`src/hdl/met_pkg.sv`:
```
// ----------------------------------------------------------------------------
// Escape-time unit package
// Shared widths, fixed-point constants, register codes, types and saturating
// arithmetic for the pixel mapper, the point queue and the iteration engine.
// ----------------------------------------------------------------------------
package met_pkg;

  localparam int WORD_W    = 64;
  localparam int FRAC_BITS = 56;
  localparam int MAX_SIZE  = 4096;
  localparam int PIX_W     = 12;
  localparam int SPAN_W    = 63;
  localparam int SIZE_W    = 13;
  localparam int ITER_W    = 16;
  localparam int DIV_W     = $clog2(MAX_SIZE + 1);
  localparam int PROD_W    = SPAN_W + PIX_W;
  localparam int STEP_W    = $clog2(PROD_W);
  localparam int MUL_LAT   = 3;
  localparam int MUL_CNT_W = $clog2(MUL_LAT);
  localparam int QUEUE_DEPTH = 2;
  localparam int QPTR_W    = (QUEUE_DEPTH > 1) ? $clog2(QUEUE_DEPTH) : 1;
  localparam int QCNT_W    = $clog2(QUEUE_DEPTH + 1);
  localparam int CFG_ADDR_W = 6;

  localparam logic [WORD_W-1:0] POS_MAX = {1'b0, {(WORD_W-1){1'b1}}};
  localparam logic [WORD_W-1:0] NEG_MIN = {1'b1, {(WORD_W-1){1'b0}}};
  localparam logic [WORD_W-1:0] FOUR    = 64'd4 << FRAC_BITS;

  // Default view: the square from -2+2i to 2-2i
  localparam logic [WORD_W-1:0] ORIGIN_X_RST = 64'd0 - (64'd2 << FRAC_BITS);
  localparam logic [WORD_W-1:0] ORIGIN_Y_RST = 64'd2 << FRAC_BITS;
  localparam logic [SPAN_W-1:0] SPAN_RST     = 63'd4 << FRAC_BITS;
  localparam logic [SIZE_W-1:0] SIZE_RST     = 13'd1000;
  localparam logic [ITER_W-1:0] ITER_RST     = 16'd200;

  // Register index codes (byte address / 8)
  localparam logic [2:0] REG_ORIGIN_X   = 3'd0;
  localparam logic [2:0] REG_ORIGIN_Y   = 3'd1;
  localparam logic [2:0] REG_SPAN       = 3'd2;
  localparam logic [2:0] REG_IMAGE_SIZE = 3'd3;
  localparam logic [2:0] REG_MAX_ITER   = 3'd4;

  typedef struct packed {
    logic [WORD_W-1:0] c_re;
    logic [WORD_W-1:0] c_im;
  } point_t;

  typedef struct packed {
    logic full;
    logic empty;
  } queue_status_t;

  typedef enum logic [2:0] {
    FR_IDLE,
    FR_MUL,
    FR_DIV,
    FR_ADD,
    FR_PUSH
  } front_state_t;

  typedef enum logic [1:0] {
    IT_IDLE,
    IT_MUL,
    IT_EVAL,
    IT_STEP
  } iter_state_t;

  function automatic logic [WORD_W-1:0] sat_add(input logic [WORD_W-1:0] a,
                                                input logic [WORD_W-1:0] b);
    logic [WORD_W-1:0] s;
    s = a + b;
    if (a[WORD_W-1] == b[WORD_W-1] && s[WORD_W-1] != a[WORD_W-1]) begin
      return a[WORD_W-1] ? NEG_MIN : POS_MAX;
    end
    return s;
  endfunction

  function automatic logic [WORD_W-1:0] sat_sub(input logic [WORD_W-1:0] a,
                                                input logic [WORD_W-1:0] b);
    logic [WORD_W-1:0] s;
    s = a - b;
    if (a[WORD_W-1] != b[WORD_W-1] && s[WORD_W-1] != a[WORD_W-1]) begin
      return a[WORD_W-1] ? NEG_MIN : POS_MAX;
    end
    return s;
  endfunction

endpackage

```
`src/hdl/met_queue.sv`:
```
// ----------------------------------------------------------------------------
// Point queue
// Short first-in first-out buffer of mapped points between the pixel mapper
// and the iteration engine.
// ----------------------------------------------------------------------------
module met_queue import met_pkg::*; (
  input  logic          clk,
  input  logic          rst,
  input  logic          push,
  input  point_t        push_data,
  input  logic          pop,
  output point_t        pop_data,
  output queue_status_t status
);

  point_t              entries [QUEUE_DEPTH];
  logic [QPTR_W-1:0]   wptr, rptr;
  logic [QCNT_W-1:0]   count;

  function automatic logic [QPTR_W-1:0] next_ptr(input logic [QPTR_W-1:0] p);
    if (p == QPTR_W'(QUEUE_DEPTH - 1)) begin
      return '0;
    end
    return p + 1'b1;
  endfunction

  assign pop_data     = entries[rptr];
  assign status.full  = (count == QCNT_W'(QUEUE_DEPTH));
  assign status.empty = (count == '0);

  always_ff @(posedge clk) begin
    if (rst) begin
      wptr  <= '0;
      rptr  <= '0;
      count <= '0;
    end else begin
      if (push) begin
        wptr <= next_ptr(wptr);
      end
      if (pop) begin
        rptr <= next_ptr(rptr);
      end
      if (push && !pop) begin
        count <= count + 1'b1;
      end else if (pop && !push) begin
        count <= count - 1'b1;
      end
    end
  end

  always_ff @(posedge clk) begin
    if (push) begin
      entries[wptr] <= push_data;
    end
  end

  a_count_bounded: assert property (@(posedge clk) disable iff (rst)
    count <= QCNT_W'(QUEUE_DEPTH))
    else $error("queue count beyond depth");

endmodule

```
`config.mk`:
```
export PLATFORM = sky130hd
export DESIGN_NAME = met_queue
export DESIGN_NICKNAME = d
export VERILOG_FILES = /design/src/hdl/met_pkg.sv /design/src/hdl/met_queue.sv
export SDC_FILE = /design/constraint.sdc
export NUM_CORES = 1
export LEC_CHECK = 0
export ABC_AREA = 1
export BUFFER_PORTS_ARGS = -buffer_cell sky130_fd_sc_hd__buf_2
export CAP_MARGIN = 10
export CORE_UTILIZATION = 55
export DETAILED_ROUTE_END_ITERATION = 8
export PLACE_DENSITY_LB_ADDON = 0.25
export SLEW_MARGIN = 5
export SYNTH_ARGS = -nofsm -noshare
export SYNTH_HDL_FRONTEND = slang
export SYNTH_SLANG_ARGS = --single-unit
```
`constraint.sdc`:
```
create_clock -name clk -period 20.7 [get_ports clk]
set_input_delay 4.14 -clock clk [delete_from_list [all_inputs] [get_ports clk]]
set_output_delay 4.14 -clock clk [all_outputs]
set_load 0.01 [all_outputs]
```
==> impl_metrics.yaml <==
routing:
  firstDrtPassIters: 5
  drt_iter0_drc: 249
  vias_per_cell: 5.07
  via_count: 4826
  finalWirelength_mm: 17.1
  antenna_left: 0
  drc: 0
  wl_per_cell_um: 17.9
timing:
  worstMarginPinSlew_ps: 1000
  slew_headroom_pct: 33.4
  tns_ps: 0
  period_needed_ps: 6950
  rsz0062_at_grt: "false"
  fin_crit_sh_pct: 33.6
  final_hold_viol_count: 0
  skew_ps: 11.4
  timing_max_transition_violations_final: 0
  max_freq_ghz: 0.144
  finalSetupViolations: 0
critical_path:
  worst_ep_required_time_ps: 16560
  critPathMaxFanout: 72
  crit_family: "buffers and inverters"
  cp-start-kind: "register"
  arrival_ps: 2810
  cp_num_buf_inv: 2
  cp_cell_sequence: "buf_4, mux2_2, buf_2"
  max_stage_delay_ps: 820
  critPathCaptureType: "output pin"
  crit_slowest_cell: "dfxtp_4"
  crit_type: "register to output pin"
floorplanning:
  io-pin-count: 262
  row_count: 47
  die_area_mm2: 0.0179
  die_h_um: 134
  start_util_pct: 56.9
  core_area_mm2: 0.0168
  die_x_um: 134
synth:
  synth_cells: 431
  synth-compound-area-share_pct: 0.105
  synth.avg_cell_area_um2: 22.1
  synth_area_leader_cell: "edfxtp_1"
  syn-num-nets: 564
  synthDistinctLibCells: 15
  synth_xor_area_share_pct: 0.0919
  yosys-top-cells-area: "edfxtp_1 81%, mux2_2 15%, clkbuf_8 1.2%, dfxtp_1 1.1%, buf_6 0.71%"
  synth_adder_area_share_pct: 0.131
  yosysWarningCount: 0
  ys_seq_elements: 261
  synth_top_family_by_area: "multiplexers"
  synth_top_area_share_pct: 80.6
  synth_simple_gate_area_share_pct: 0.643
  yosysSeqAreaShare_pct: 81.7
  synth_area_mm2: 0.00953
  synth_mux_area_share_pct: 15.1
clock_network:
  numCtsBuffers: 26
  tritoncts: "done"
  cts_buffer_depth: 3
  clk_latency_ps: 500
  cts_resized: 0
  clock-sinks: 261
  cts_hold_buf: 0
  clockRootBuffer: "clkbuf_16"
  path_clk_slew_ps: 60
  htreeDepth: 1
  post_cts_buffers: 0
final_layout:
  syn_to_final_growth_pct: 23.8
  final_cells: 951
  utilization_pct: 70.4
  mostFrequentLayoutCells: "261 x buf_2, 256 x edfxtp_1, 128 x mux2_2"
  layout.cells.most_common: "buf_2"
  fin_nets: 843
  fillers: 1097
  final_layout_size_suffix_gt1_share_pct: 59.3
min_path:
  hp-class: "register to register"
placed_design:
  placed_cells: 902
  io_buffers: 261
  hpwl_mm: 11.3
  gp_congestion: 0.776
global_routing:
  grt_pass1_vias: 5045
  grt_pass1_wl_mm: 25.5
  grt_remaining_overflow: 0
  grt_util_all_layers_pct: 18.7
  grt_max_degree: 76
  antenna_found_initial: 3
pwr:
  p_per_area_mw_per_mm2: 99.6
  p_leak_nw: 4.46
  peakVddDrop_v: 0.0000716
  p_total_w: 0.00117
flow_run:
  maxCapViolCount: 0
outcome:
  status: "completed"
==> layer usage <==
layer / global-route usage [%] / vias to the layer above / part of all wire (%)
li1: - / 2260 / -
met1: 22.6 / 2348 / 39
met2: 33.0 / 189 / 51
met3: 5.40 / 29 / 8.8
met4: 4.86 / 0 / 1.6
met5: 0 / - / 0
==> worst register-to-register path, delay by kind of cell (launching register included) <==
family / cells / cell delay, ps
buffers and inverters: 2 / 1380
and+or+nand+nor: 1 / 110
DFF: 1 / 390
==> Yosys cell counts <==
library cell and instances:
dfxtp_1 5, nand2_1 5, nand4_1 1, clkbuf_8 8, nor2_1 7, inv_1 9
edfxtp_1 256, ha_1 1, xnor2_1 1, nand3_1 1, buf_6 6, mux2_2 128
o21ai_0 1, a21oi_1 1, nor3_1 1
==> cell type report <==
type,instances,area (um^2),share of cell area (%)
clock buffers,32,694,5.88
multi-input cells,147,1540,13.1
well taps,220,275,2.33
inverters,9,36.3,0.307
clock inverters,15,121,1.03
repair buffers,265,1340,11.3
diodes,2,5.00,0.0424
flip-flops and latches,261,7790,66.0
==> registers in the layout, summed over array words and instances, names as in the netlist, named ones only <==
| signal | cells |
|---|---|
| rptr | 1 |
| count | 2 |
| entries | 256 |
| wptr | 1 |
==> power by group <==
| group | switching, W | total [W] | internal (W) |
|---|---|---|---|
| logic | 0.0000583 | 0.000112 | 0.0000536 |
| clock network | 0.000178 | 0.000440 | 0.000262 |
| registers | 0.0000103 | 0.000623 | 0.000613 |
==> logic make-up after synthesis <==
| kind of cell | Yosys count |
|---|---|
| flops | 261 |
| mux | 128 |
| buf+inv | 23 |
| simple gates | 15 |
| compound gates | 2 |
| xor+xnor | 1 |
| fa+ha+maj | 1 |
==> path summary, 6_finish.rpt <==
path	to	depth (start not counted)	slack [ps]	startpoint
worst max-delay path	pop_data[45]	3	13750	register
worst min-delay path	rptr$_SDFFE_PP0P_	2	530	rptr$_SDFFE_PP0P_
worst max register to register	entries[1][39]$_DFFE_PP_	3	18350	wptr$_SDFFE_PP0P_
worst min register to register	rptr$_SDFFE_PP0P_	2	530	rptr$_SDFFE_PP0P_
==> metrics by stage <==
step	hold slack [ps]	area, um^2	setup WS, ps
global placement	497	11000	14270
CTS	530	11800	13680
finish	531	11800	13750
detailed placement	516	11000	14220
floorplan	480	9530	10550
global route	566	11800	13580
Note: power is estimated with default switching activity, not from simulation.
