--- config.mk ---
export PLATFORM = sky130hd
export DESIGN_NAME = met_front
export DESIGN_NICKNAME = d
export VERILOG_FILES = /design/src/hdl/met_pkg.sv /design/src/hdl/met_front.sv
export SDC_FILE = /design/constraint.sdc
export NUM_CORES = 2
export LEC_CHECK = 0
export ABC_AREA = 1
export ABC_CLOCK_PERIOD_IN_PS = 9700
export BUFFER_PORTS_ARGS = -buffer_cell sky130_fd_sc_hd__buf_2
export CAP_MARGIN = 0
export CORE_AREA = 2 2 333 466
export CTS_CLUSTER_DIAMETER = 40
export DETAILED_ROUTE_END_ITERATION = 16
export DIE_AREA = 0 0 335 468
export PLACE_DENSITY = 0.8
export SYNTH_ARGS = -nofsm -noshare
export SYNTH_HDL_FRONTEND = slang
export SYNTH_SLANG_ARGS = --single-unit
--- constraint.sdc ---
create_clock -name clk -period 9.7 [get_ports clk]
set_input_delay 0.97 -clock clk [delete_from_list [all_inputs] [get_ports clk]]
set_output_delay 0.97 -clock clk [all_outputs]
set_load 0.005 [all_outputs]
--- src/hdl/met_pkg.sv ---
// ----------------------------------------------------------------------------
// Escape-time unit package
// Shared widths, fixed-point constants, register codes, types and saturating
// arithmetic for the pixel mapper, the point queue and the iteration engine.
// ----------------------------------------------------------------------------
package met_pkg;

  localparam int WORD_W    = 64;
  localparam int FRAC_BITS = 56;
  localparam int MAX_SIZE  = 4096;
  localparam int PIX_W     = 12;
  localparam int SPAN_W    = 63;
  localparam int SIZE_W    = 13;
  localparam int ITER_W    = 16;
  localparam int DIV_W     = $clog2(MAX_SIZE + 1);
  localparam int PROD_W    = SPAN_W + PIX_W;
  localparam int STEP_W    = $clog2(PROD_W);
  localparam int MUL_LAT   = 3;
  localparam int MUL_CNT_W = $clog2(MUL_LAT);
  localparam int QUEUE_DEPTH = 2;
  localparam int QPTR_W    = (QUEUE_DEPTH > 1) ? $clog2(QUEUE_DEPTH) : 1;
  localparam int QCNT_W    = $clog2(QUEUE_DEPTH + 1);
  localparam int CFG_ADDR_W = 6;

  localparam logic [WORD_W-1:0] POS_MAX = {1'b0, {(WORD_W-1){1'b1}}};
  localparam logic [WORD_W-1:0] NEG_MIN = {1'b1, {(WORD_W-1){1'b0}}};
  localparam logic [WORD_W-1:0] FOUR    = 64'd4 << FRAC_BITS;

  // Default view: the square from -2+2i to 2-2i
  localparam logic [WORD_W-1:0] ORIGIN_X_RST = 64'd0 - (64'd2 << FRAC_BITS);
  localparam logic [WORD_W-1:0] ORIGIN_Y_RST = 64'd2 << FRAC_BITS;
  localparam logic [SPAN_W-1:0] SPAN_RST     = 63'd4 << FRAC_BITS;
  localparam logic [SIZE_W-1:0] SIZE_RST     = 13'd1000;
  localparam logic [ITER_W-1:0] ITER_RST     = 16'd200;

  // Register index codes (byte address / 8)
  localparam logic [2:0] REG_ORIGIN_X   = 3'd0;
  localparam logic [2:0] REG_ORIGIN_Y   = 3'd1;
  localparam logic [2:0] REG_SPAN       = 3'd2;
  localparam logic [2:0] REG_IMAGE_SIZE = 3'd3;
  localparam logic [2:0] REG_MAX_ITER   = 3'd4;

  typedef struct packed {
    logic [WORD_W-1:0] c_re;
    logic [WORD_W-1:0] c_im;
  } point_t;

  typedef struct packed {
    logic full;
    logic empty;
  } queue_status_t;

  typedef enum logic [2:0] {
    FR_IDLE,
    FR_MUL,
    FR_DIV,
    FR_ADD,
    FR_PUSH
  } front_state_t;

  typedef enum logic [1:0] {
    IT_IDLE,
    IT_MUL,
    IT_EVAL,
    IT_STEP
  } iter_state_t;

  function automatic logic [WORD_W-1:0] sat_add(input logic [WORD_W-1:0] a,
                                                input logic [WORD_W-1:0] b);
    logic [WORD_W-1:0] s;
    s = a + b;
    if (a[WORD_W-1] == b[WORD_W-1] && s[WORD_W-1] != a[WORD_W-1]) begin
      return a[WORD_W-1] ? NEG_MIN : POS_MAX;
    end
    return s;
  endfunction

  function automatic logic [WORD_W-1:0] sat_sub(input logic [WORD_W-1:0] a,
                                                input logic [WORD_W-1:0] b);
    logic [WORD_W-1:0] s;
    s = a - b;
    if (a[WORD_W-1] != b[WORD_W-1] && s[WORD_W-1] != a[WORD_W-1]) begin
      return a[WORD_W-1] ? NEG_MIN : POS_MAX;
    end
    return s;
  endfunction

endpackage

--- src/hdl/met_front.sv ---
// ----------------------------------------------------------------------------
// Pixel mapper
// Accepts a pixel request, forms span*index, divides by the clamped image
// size with a restoring divider one bit per cycle and offsets the origins.
// ----------------------------------------------------------------------------
module met_front import met_pkg::*; (
  input  logic                clk,
  input  logic                rst,
  input  logic                start,
  input  logic [PIX_W-1:0]    pixel_column,
  input  logic [PIX_W-1:0]    pixel_row,
  output logic                busy,
  input  logic [WORD_W-1:0]   origin_x,
  input  logic [WORD_W-1:0]   origin_y,
  input  logic [SPAN_W-1:0]   span,
  input  logic [SIZE_W-1:0]   image_size,
  input  queue_status_t       q_status,
  output logic                push,
  output point_t              push_data
);

  front_state_t        state, state_next;
  logic [STEP_W-1:0]   step;
  logic [PIX_W-1:0]    col, row;
  logic [DIV_W-1:0]    divisor;
  logic [PROD_W-1:0]   prod_c, prod_r;
  logic [DIV_W-1:0]    rem_c, rem_r;
  point_t              point;

  logic                accept;
  logic [DIV_W:0]      step_c, step_r;
  logic [WORD_W-1:0]   off_c, off_r;

  // One restoring step: returns {quotient bit, new remainder}
  function automatic logic [DIV_W:0] div_step(input logic [DIV_W-1:0] rem,
                                              input logic             bit_in,
                                              input logic [DIV_W-1:0] d);
    logic [DIV_W:0] t;
    logic [DIV_W:0] diff;
    t    = {rem, bit_in};
    diff = t - {1'b0, d};
    if (t >= {1'b0, d}) begin
      return {1'b1, diff[DIV_W-1:0]};
    end
    return {1'b0, t[DIV_W-1:0]};
  endfunction

  // Saturate a quotient to the positive range
  function automatic logic [WORD_W-1:0] clip_offset(input logic [PROD_W-1:0] q);
    if (|q[PROD_W-1:WORD_W-1]) begin
      return POS_MAX;
    end
    return {1'b0, q[WORD_W-2:0]};
  endfunction

  assign step_c = div_step(rem_c, prod_c[PROD_W-1], divisor);
  assign step_r = div_step(rem_r, prod_r[PROD_W-1], divisor);
  assign off_c  = clip_offset(prod_c);
  assign off_r  = clip_offset(prod_r);

  always_comb begin
    state_next = state;
    unique case (state)
      FR_IDLE: if (start) state_next = FR_MUL;
      FR_MUL:  state_next = FR_DIV;
      FR_DIV:  if (step == '0) state_next = FR_ADD;
      FR_ADD:  state_next = FR_PUSH;
      FR_PUSH: if (!q_status.full) state_next = FR_IDLE;
      default: state_next = FR_IDLE;
    endcase
  end

  always_comb begin
    busy   = (state != FR_IDLE);
    accept = (state == FR_IDLE) && start;
    push   = (state == FR_PUSH) && !q_status.full;
  end

  always_ff @(posedge clk) begin
    if (rst) begin
      state <= FR_IDLE;
      step  <= '0;
    end else begin
      state <= state_next;
      if (state == FR_MUL) begin
        step <= STEP_W'(PROD_W - 1);
      end else if (state == FR_DIV) begin
        step <= step - 1'b1;
      end
    end
  end

  always_ff @(posedge clk) begin
    if (accept) begin
      col <= pixel_column;
      row <= pixel_row;
      if (image_size == '0) begin
        divisor <= DIV_W'(1);
      end else if (int'(image_size) > MAX_SIZE) begin
        divisor <= DIV_W'(MAX_SIZE);
      end else begin
        divisor <= DIV_W'(image_size);
      end
    end
    if (state == FR_MUL) begin
      prod_c <= PROD_W'(span) * PROD_W'(col);
      prod_r <= PROD_W'(span) * PROD_W'(row);
      rem_c  <= '0;
      rem_r  <= '0;
    end else if (state == FR_DIV) begin
      // shift the dividend out the top and the quotient in the bottom
      prod_c <= {prod_c[PROD_W-2:0], step_c[DIV_W]};
      prod_r <= {prod_r[PROD_W-2:0], step_r[DIV_W]};
      rem_c  <= step_c[DIV_W-1:0];
      rem_r  <= step_r[DIV_W-1:0];
    end
    if (state == FR_ADD) begin
      point.c_re <= sat_add(origin_x, off_c);
      point.c_im <= sat_sub(origin_y, off_r);
    end
  end

  assign push_data = point;

  a_push_has_room: assert property (@(posedge clk) disable iff (rst)
    push |-> !q_status.full)
    else $error("mapper pushed into a full queue");

  a_div_runs_full_length: assert property (@(posedge clk) disable iff (rst)
    $rose(state == FR_ADD) |-> $past(step == '0))
    else $error("division left before its last step");

endmodule

==> summary.md <==
| Metric | Value |
|---|---|
| Status | finished clean |
| Gpl congestion | 1.02 |
| Num rows | 170 |
| Antenna violations before repair | 15 |
| Routed wire per std cell | 18.9 µm |
| Yosys warns | 0 |
| DRC violations left | 0 |
| RR Endpoint | prod_r[66] |
| Post-synth EDFFs | 315 |
| Final #Nets | 12700 |
| Top-count cell post-synth | nand2_1 |
| Clk_lat worst skew | 0.68 ns |
| Die area | 157000 µm² |
| Slew @ Worst Pin | 1.27 ns |
| Layout cell share with drive strength beyond 1 | 5.05% |
| Slowest CP cell | edfxtp_1 |
| Starting DRT DRC Count | 5520 |
| Final worst-path cycle share | 73.0% |
| Die Wd | 335 µm |
| CTS root buffer | clkbuf_16 |
| Post-layout util | 52.9% |
| Yosys cell types | 50 |
| # Max-Cap Violations | 0 |
| Max-slew violations | 0 |
| CP startpoint kind | register |
| Setup slack, reg-to-reg | 2.62 ns |
| Reg-to-reg startpoint | row[10] |
| #FFs+latches synth | 351 |
| Rel. slew slack | 15.1% |
| Largest stage delay on the critical path | 1.19 ns |
| Required time worst endpoint | 10.08 ns |
| FF-to-FF path depth | 24 |
| First-pass GRT wire length | 382000 µm |
| TritonRoute pass-1 iters | 6 |
| Sum of negative setup slack | 0 ns |
| Critical Path End Type | register |
| Worst Path Arrival | 7.46 ns |
| Top post-synthesis cells by area | fa_1 32%, nand2_1 18%, inv_1 14% |
| Vias in the first global route | 72000 |
| Post-Syn Instances | 10800 |
| Total track usage | 31.3% |
| Min-delay worst type | reg -> reg |
| Sequential share of the synthesized area | 13.4% |
| Cts hold-fix bufs | 0 |
| Setup bufs post-CTS | 0 |
| Initial Utilization | 49.6% |
| DP Wirelength | 197000 µm |
| Layout area overhead | 6.47% |
| Final ANT Viol Nets | 0 |
| Vias per std cell | 5.33 |
| Worst-path clk slew | 0.07 ns |
| Htree depth | 2 |
| Area leader, netlist | fa_1 |
| Fin Clk Skew | 0.0679 ns |
| Asr flop ratio synth | 0% |
| Port bufs | 361 |
| Main synth FF type | edfxtp_1 |
| Syn Nets | 12700 |
| Crit-path cells | buf_4 > nand2_1 > inv_1 > fa_1 > fa_1 > fa_1 > fa_1 > inv_1 > fa_1 > inv_1 > ha_1 > nand2_1 > nor2_1 > inv_1 > nor3_1 > nand2_1 > nand2_1 > nand2_1 > nand2_1 > nand2_1 > nand2_1 > nand2_1 > nand3_1 > nand2_1 |
| Maximum clock path buffer count | 3 |
| DP Worst Slack | 2.89 ns |
| Synth top area share | 32.3% |
| Drt total wl | 244000 µm |
| RSZ-0062 raised after global routing | no |
| Levels on crit path | 24 |
| Post-Synthesis Cell Area | 75800 µm² |
| Post-cts resize count | 0 |
| CP Class | reg -> reg |
| Final WS setup | 2.62 ns |
| I/O Pins | 363 |
| Commonest cells post-synth | 3584 x nand2_1, 2742 x inv_1, 1224 x fa_1 |
| Largest delay contributor family on the critical path | adder cells |
| Crit path max fanout | 43 |
| WP buf/inv | 5 |
| Worst hold start | state[0] |
| Mean Syn Cell Area | 7.01 µm² |
| CTS Buf Count | 48 |
| Worst hold stages | 1 |
| Crit path top cell by count | nand2_1 |
| Fillers | 14700 |
| Final hold violations | 0 |
| CTS sink count | 351 |
| Die height | 468 µm |
| Total grt overflow | 0 |
| CTS tree | done |
| Worst Hold Endpoint | state[0] |
| Via count | 68800 |
| FMAX | 141 MHz |
| Pin count of the biggest net entering global routing | 147 |
| Final min period | 7.08 ns |
| Setup violators final | 0 |
| Core area | 153000 µm² |
==> sequential cells by signal, summed over array words and instances, names as in the netlist <==
register and count:
push_data 128, prod_c 75, prod_r 75, divisor 13
rem_c 13, rem_r 13, col 12, row 12
step 7, state 3
==> worst reg2reg max path, cell delays in order, from the launching register on <==
cell      delay, ns
edfxtp_1       1.19
buf_4          0.69
nand2_1        0.14
inv_1          0.11
fa_1           0.45
fa_1           0.55
fa_1           0.46
fa_1           0.49
inv_1          0.04
fa_1           0.53
inv_1          0.06
ha_1           0.36
nand2_1        0.12
nor2_1         0.16
inv_1          0.08
nor3_1         0.38
nand2_1        0.10
nand2_1        0.14
nand2_1        0.07
nand2_1        0.21
nand2_1        0.13
nand2_1        0.07
nand2_1        0.04
nand3_1        0.13
nand2_1        0.08
==> per-stage QoR <==
stage                     std cells  hold WS (ns)  cell area (µm²)
after floorplan               10800         0.420            75800
after CTS                     12900         0.426            80700
after detailed placement      12800         0.454            79000
after global placement        12800         0.433            79000
final                         12900         0.460            80700
after global routing          12900         0.457            80700
==> placed cells by master (no fill, tap or decap), types with 36 or more instances in the layout <==
cell type,n
o21ai_0,304
fa_1,1224
clkbuf_16,48
a21oi_1,394
dfxtp_1,36
xnor2_1,91
nand4_1,41
nor2_1,683
inv_1,2741
xor2_1,69
nor3_1,62
nand2_1,3583
buf_2,361
edfxtp_1,315
ha_1,380
nand3_1,319
==> logic make-up after synthesis <==
kind of cell	Yosys count	synth area share (%)
compound gates	785	5.47
xor+xnor	160	1.85
fa+ha+maj	1604	38.6
buf+inv	3115	15.5
flops	351	13.4
simple gates	4803	25.1
==> how the worst max path moves through the flow <==
stage / end / start / slack [ns]
3_5_place_dp: prod_r[66] / row[10] / 2.89
5_1_grt: prod_r[58] / row[10] / 2.49
2_1_floorplan: push_data[0] / state[1] / 3.78
4_1_cts: prod_r[66] / row[10] / 2.81
3_3_place_gp: prod_r[66] / row[10] / 3.01
6_report: prod_r[66] / row[10] / 2.62
==> cell type report <==
type                            count  area (µm²)  share of cell area, %
Antenna cell                        8        20.0                 0.0248
Clock buffer                       51        1210                   1.50
Clock inverter                     38         528                  0.654
Inverter                         2753       10300                   12.8
Multi-Input combinational cell   7352       53900                   66.8
Sequential cell                   351       10200                   12.6
Tap cell                         1978        2470                   3.07
Timing Repair Buffer              395        2070                   2.57
==> layer usage <==
layer | global-route usage [%] | share of wire [%] | wire length (µm) | vias to the layer above
met5 | 0 | 0.048 | 117 | -
met4 | 16.4 | 5.8 | 14100 | 18
met3 | 4.96 | 8.3 | 20400 | 761
met2 | 52.9 | 47 | 115000 | 3276
met1 | 38.5 | 39 | 94700 | 33000
li1 | - | - | - | 31800
Power is left out: the tool's default activity adds up to more than one toggle a clock period on the data nets, which glitch-free logic cannot reach.
